[src/rtl/core/bb26_pkg.sv]
package bb26_pkg;

    typedef enum logic [3:0] {
        ST_COLLECT,
        ST_ACC,
        ST_CONV,
        ST_WORD,
        ST_PAD,
        ST_NUM,
        ST_END
    } state_t;

    // controller -> datapath
    typedef struct packed {
        logic store_char;
        logic clear_line;
        logic start_line;
        logic acc_step;
        logic conv_step;
        logic emit_word;
        logic emit_pad;
        logic emit_num;
        logic emit_end;
    } cmd_t;

    // datapath -> controller
    typedef struct packed {
        logic is_star;
        logic acc_done;
        logic conv_done;
        logic word_done;
        logic pad_done;
        logic num_done;
    } status_t;

    localparam int unsigned CONV_DEPTH = 40;
    localparam int unsigned MAX_CHARS  = 60;
    localparam logic [7:0] CH_NL    = 8'd10;
    localparam logic [7:0] CH_STAR  = 8'd42;
    localparam logic [7:0] CH_COMMA = 8'd44;
    localparam logic [7:0] CH_SPACE = 8'd32;
    localparam logic [7:0] CH_ZERO  = 8'd48;
    localparam logic [7:0] CH_LA    = 8'd97;
    localparam logic [7:0] CH_LZ    = 8'd122;

    // reciprocals for x / 13 and x / 5, exact for x < 2^20
    localparam logic [21:0] RECIP_13    = 22'd1290556;
    localparam logic [21:0] RECIP_5     = 22'd3355444;
    localparam int unsigned RECIP_SHIFT = 24;
    // reciprocal for n / 3, exact for n < 512
    localparam logic [7:0]  RECIP_3      = 8'd171;
    localparam int unsigned RECIP3_SHIFT = 9;

endpackage

[src/rtl/core/bb26_ctrl.sv]
module bb26_ctrl (
    input  logic              aclk,
    input  logic              aresetn,
    input  logic              in_fire,
    input  logic              in_is_nl,
    input  logic              out_free,
    input  bb26_pkg::status_t sts,
    output bb26_pkg::cmd_t    cmd,
    output logic              in_ready
);

    bb26_pkg::state_t state_reg, state_next;

    always_ff @(posedge aclk) begin
        if (!aresetn) state_reg <= bb26_pkg::ST_COLLECT;
        else state_reg <= state_next;
    end

    // emit phases advance only on a cycle where the datapath command is issued
    always_comb begin
        state_next = state_reg;
        unique case (state_reg)
            bb26_pkg::ST_COLLECT: begin
                if (in_fire && in_is_nl && !sts.is_star) state_next = bb26_pkg::ST_ACC;
            end
            bb26_pkg::ST_ACC: if (sts.acc_done) state_next = bb26_pkg::ST_CONV;
            bb26_pkg::ST_CONV: if (sts.conv_done) state_next = bb26_pkg::ST_WORD;
            bb26_pkg::ST_WORD: if (sts.word_done && out_free) state_next = bb26_pkg::ST_PAD;
            bb26_pkg::ST_PAD: if (sts.pad_done && out_free) state_next = bb26_pkg::ST_NUM;
            bb26_pkg::ST_NUM: if (sts.num_done && out_free) state_next = bb26_pkg::ST_END;
            bb26_pkg::ST_END: if (out_free) state_next = bb26_pkg::ST_COLLECT;
            default: state_next = bb26_pkg::ST_COLLECT;
        endcase
    end

    always_comb begin
        cmd = '0;
        in_ready = 1'b0;
        unique case (state_reg)
            bb26_pkg::ST_COLLECT: begin
                in_ready = 1'b1;
                cmd.store_char = in_fire && !in_is_nl;
                cmd.clear_line = in_fire && in_is_nl && sts.is_star;
                cmd.start_line = in_fire && in_is_nl && !sts.is_star;
            end
            bb26_pkg::ST_ACC:  cmd.acc_step = 1'b1;
            bb26_pkg::ST_CONV: cmd.conv_step = 1'b1;
            bb26_pkg::ST_WORD: cmd.emit_word = out_free;
            bb26_pkg::ST_PAD:  cmd.emit_pad = out_free;
            bb26_pkg::ST_NUM:  cmd.emit_num = out_free;
            bb26_pkg::ST_END:  cmd.emit_end = out_free;
            default: ;
        endcase
    end

endmodule

[config.mk]
export PLATFORM = sky130hd
export DESIGN_NAME = bb26_ctrl
export DESIGN_NICKNAME = d
export VERILOG_FILES = /design/src/rtl/core/bb26_pkg.sv /design/src/rtl/core/bb26_ctrl.sv
export SDC_FILE = /design/constraint.sdc
export NUM_CORES = 1
export LEC_CHECK = 0
export ABC_AREA = 1
export ABC_CLOCK_PERIOD_IN_PS = 1200
export BUFFER_PORTS_ARGS = -buffer_cell sky130_fd_sc_hd__buf_2
export CAP_MARGIN = 20
export CORE_AREA = 5 5 42 44
export DETAILED_ROUTE_END_ITERATION = 7
export DIE_AREA = 0 0 47 49
export PLACE_DENSITY = 0.5
export SETUP_SLACK_MARGIN = 0.3
export SKIP_LAST_GASP = 1
export SYNTH_ARGS = -nofsm -noshare
export SYNTH_HDL_FRONTEND = slang
export SYNTH_SLANG_ARGS = --single-unit
export TNS_END_PERCENT = 20
[constraint.sdc]
create_clock -name aclk -period 1.2 [get_ports aclk]
set_input_delay 0.24 -clock aclk [delete_from_list [all_inputs] [get_ports aclk]]
set_output_delay 0.24 -clock aclk [all_outputs]
set_load 0.1 [all_outputs]
==> results.cfg <==
[outcome]
status = complete, but fails checks
violations = negative setup slack

[final_layout]
area_delta_synth_final_pct = 133
fill_cells = 131
final_core_util_pct = 57.5
nets = 110
antennaDiodeCount = 0
drive_gt1_share_pct = 63.3
final_cells = 114
largest_register_ffs = 3

[setup_path]
crit_required_ns = 0.96
critPathSlowestCell = dfxtp_4
worstPathMaxFanout = 5
critPathTopFamily = simple AND/OR/NAND/NOR gates
startpoint_type = flip-flop
cp_cell_sequence = nor2_4 -> nand2_4 -> clkinvlp_4 -> nand2_2 -> nor2_4 -> buf_12
crit_buf_inv = 2
worstSetupPathType = flip-flop to output pin
cp.arrival_ns = 1.22
critPathMostFrequentCell = nor2_4
end_kind = output pin
cp_slowest_stage_delay_ns = 0.36

[timing]
fin_ws_ns = -0.257
worstMarginPinSlew_ns = 0.321
period_share_pct = 121
setup_violations = 13
maxSlewViolCount = 0
finalCriticalPeriod_ns = 1.46
max_freq_mhz = 686
fin_setup_tns_ns = -2.40
clock-skew-final_ns = 0.00308
max-slew-margin-rel_pct = 78.6
rsz0062_at_grt = true
hold_viol = 0

[placement]
dp_cells = 106
gp_congestion = 0.785
portBuffers = 20
pre_cts_slack_ns = -0.153
dp_hpwl_um = 918

[floorplanning]
boundaryPins = 21
initial_utilization_pct = 24.6
rows = 14
core_region_area_sq_um = 1400
dieHeight_um = 49
dieArea_sq_um = 2300
die_width_um = 47

[route]
wl_mm = 1.14
detail_route.wl_per_cell_um = 9.99
drtAntennaViolNets = 0
drc = 0
drtPass1Iterations = 4
drt_iter0_drc = 11
vias_per_cell = 4.48
vias = 511

[synth]
yosysWarnings = 0
avgSynthCellArea_sq_um = 5.66
ys_seq_area_share_pct = 17.4
synth.distinct_cells = 14
synth-seq-cells = 3
synthCells = 61
syn-cell-area_sq_um = 345
syn_nets = 72

[global_route]
grt_max_degree = 7
grt_first_pass_wirelength_mm = 1.97
antenna_found_initial = 0
overflow = 0
grt_pass1_vias = 498
gr-usage-all-layers_pct = 11.1

[clocking]
cts_buffers = 3
clock_path_buffers = 2
clockRootBuffer = clkbuf_4
path_clk_slew_ns = 0.03
cts_num_sinks = 3
clock_latency_ns = 0.23
cts_max_level = 1
ctsHoldBuffers = 0
tritoncts = yes

[power]
p_leak_nw = 0.380
p_int_w = 0.000680
vdd_drop_max_uv = 893
seqPwrFrac_pct = 11.7
pwr-share-comb_pct = 76.4
p_clk_share_pct = 11.9
p_sw_w = 0.000781
p_per_area_nw_per_um2 = 1810
p_total_w = 0.00146
swShare_pct = 53.4

[run]
cap_violations = 0

[hold_path]
min_path_type = input port to flip-flop
==> per-stage QoR <==
step / hold WS (ns) / instance area [sq um]
2_1_floorplan: 0.398 / 400
4_1_cts: 0.264 / 798
3_3_place_gp: 0.495 / 731
3_5_place_dp: 0.500 / 731
5_1_grt: 0.278 / 806
6_report: 0.269 / 806
==> tightest hold or removal path, stage by stage <==
cell	delay, ns
buf_2	0.07
inv_1	0.06
a21oi_2	0.09
==> power by group through the flow <==
stage / Clock, W / Combinational (W) / Sequential, W
after global placement: 0 / 0.00107 / 0.000165
after CTS: 0.000182 / 0.00112 / 0.000171
after detailed placement: 0 / 0.00107 / 0.000168
final: 0.000174 / 0.00112 / 0.000172
after global routing: 0.000199 / 0.00118 / 0.000178
after floorplan: 0 / 0.000712 / 0.000154
==> area by class of cell <==
type / count / area, sq um / share of cell area (%)
timing repair buffer: 35 / 363 / 45.0
multi-input combinational: 47 / 288 / 35.7
sequential: 3 / 71.3 / 8.85
inverter: 9 / 37.5 / 4.66
clock buffer: 4 / 26.3 / 3.26
tap: 16 / 20.0 / 2.48
==> final timing paths <==
path | slack [ns] | to | startpoint | cells past startpoint
worst max register to register | -0.10 | state_reg[0] | state_reg[1] | 7
worst min register to register | 0.65 | state_reg[2] | state_reg[2] | 3
worst min-delay path | 0.27 | state_reg[0] | aresetn | 3
worst max-delay path | -0.26 | cmd[8] | state_reg[0] | 6
==> cells by family (layout without fill, tap and decap cells) <==
group                  after synthesis  in the layout  synth area share (%)
and+or+nand+nor                     43             43                  59.4
buffers and inverters               11             48                  16.3
AOI/OAI and AO/OA                    4              4                  6.88
DFF                                  3              3                  17.4
==> layout by cell type, fill, tap and decap left out, types with 2 or more instances in the layout <==
| master | n |
|---|---|
| inv_1 | 6 |
| buf_2 | 10 |
| clkbuf_4 | 3 |
| nor2_4 | 5 |
| nand4_1 | 2 |
| nand2_1 | 12 |
| a21oi_1 | 3 |
| dfxtp_4 | 3 |
| buf_12 | 10 |
| nor2_2 | 7 |
| buf_4 | 15 |
| nand2_2 | 3 |
| nand3_1 | 12 |
| inv_2 | 2 |
==> synthesized netlist by cell type (all sizes together) <==
cell | n | area [sq um]
nand2 | 16 | 62.6
nand3 | 12 | 60.1
nor2 | 12 | 65.1
inv | 9 | 33.8
a21oi | 4 | 23.8
dfxtp | 3 | 60.1
buf | 2 | 22.5
nand4 | 2 | 12.5
nor3 | 1 | 5.00
==> routing by layer <==
layer	global-route usage, %	vias up	part of all wire [%]
met3	0.738	0	8.3
li1	-	267	-
met5	0	-	0
met1	14.0	222	42
met4	6.91	0	0
met2	17.4	22	50
==> repair_timing <==
item,4_1_cts,5_1_grt
buffers inserted,4,0
setup endpoints to repair,13,13
gates resized for setup,6,2
pin swaps,4,1
Note: power is estimated with default switching activity, not from simulation.
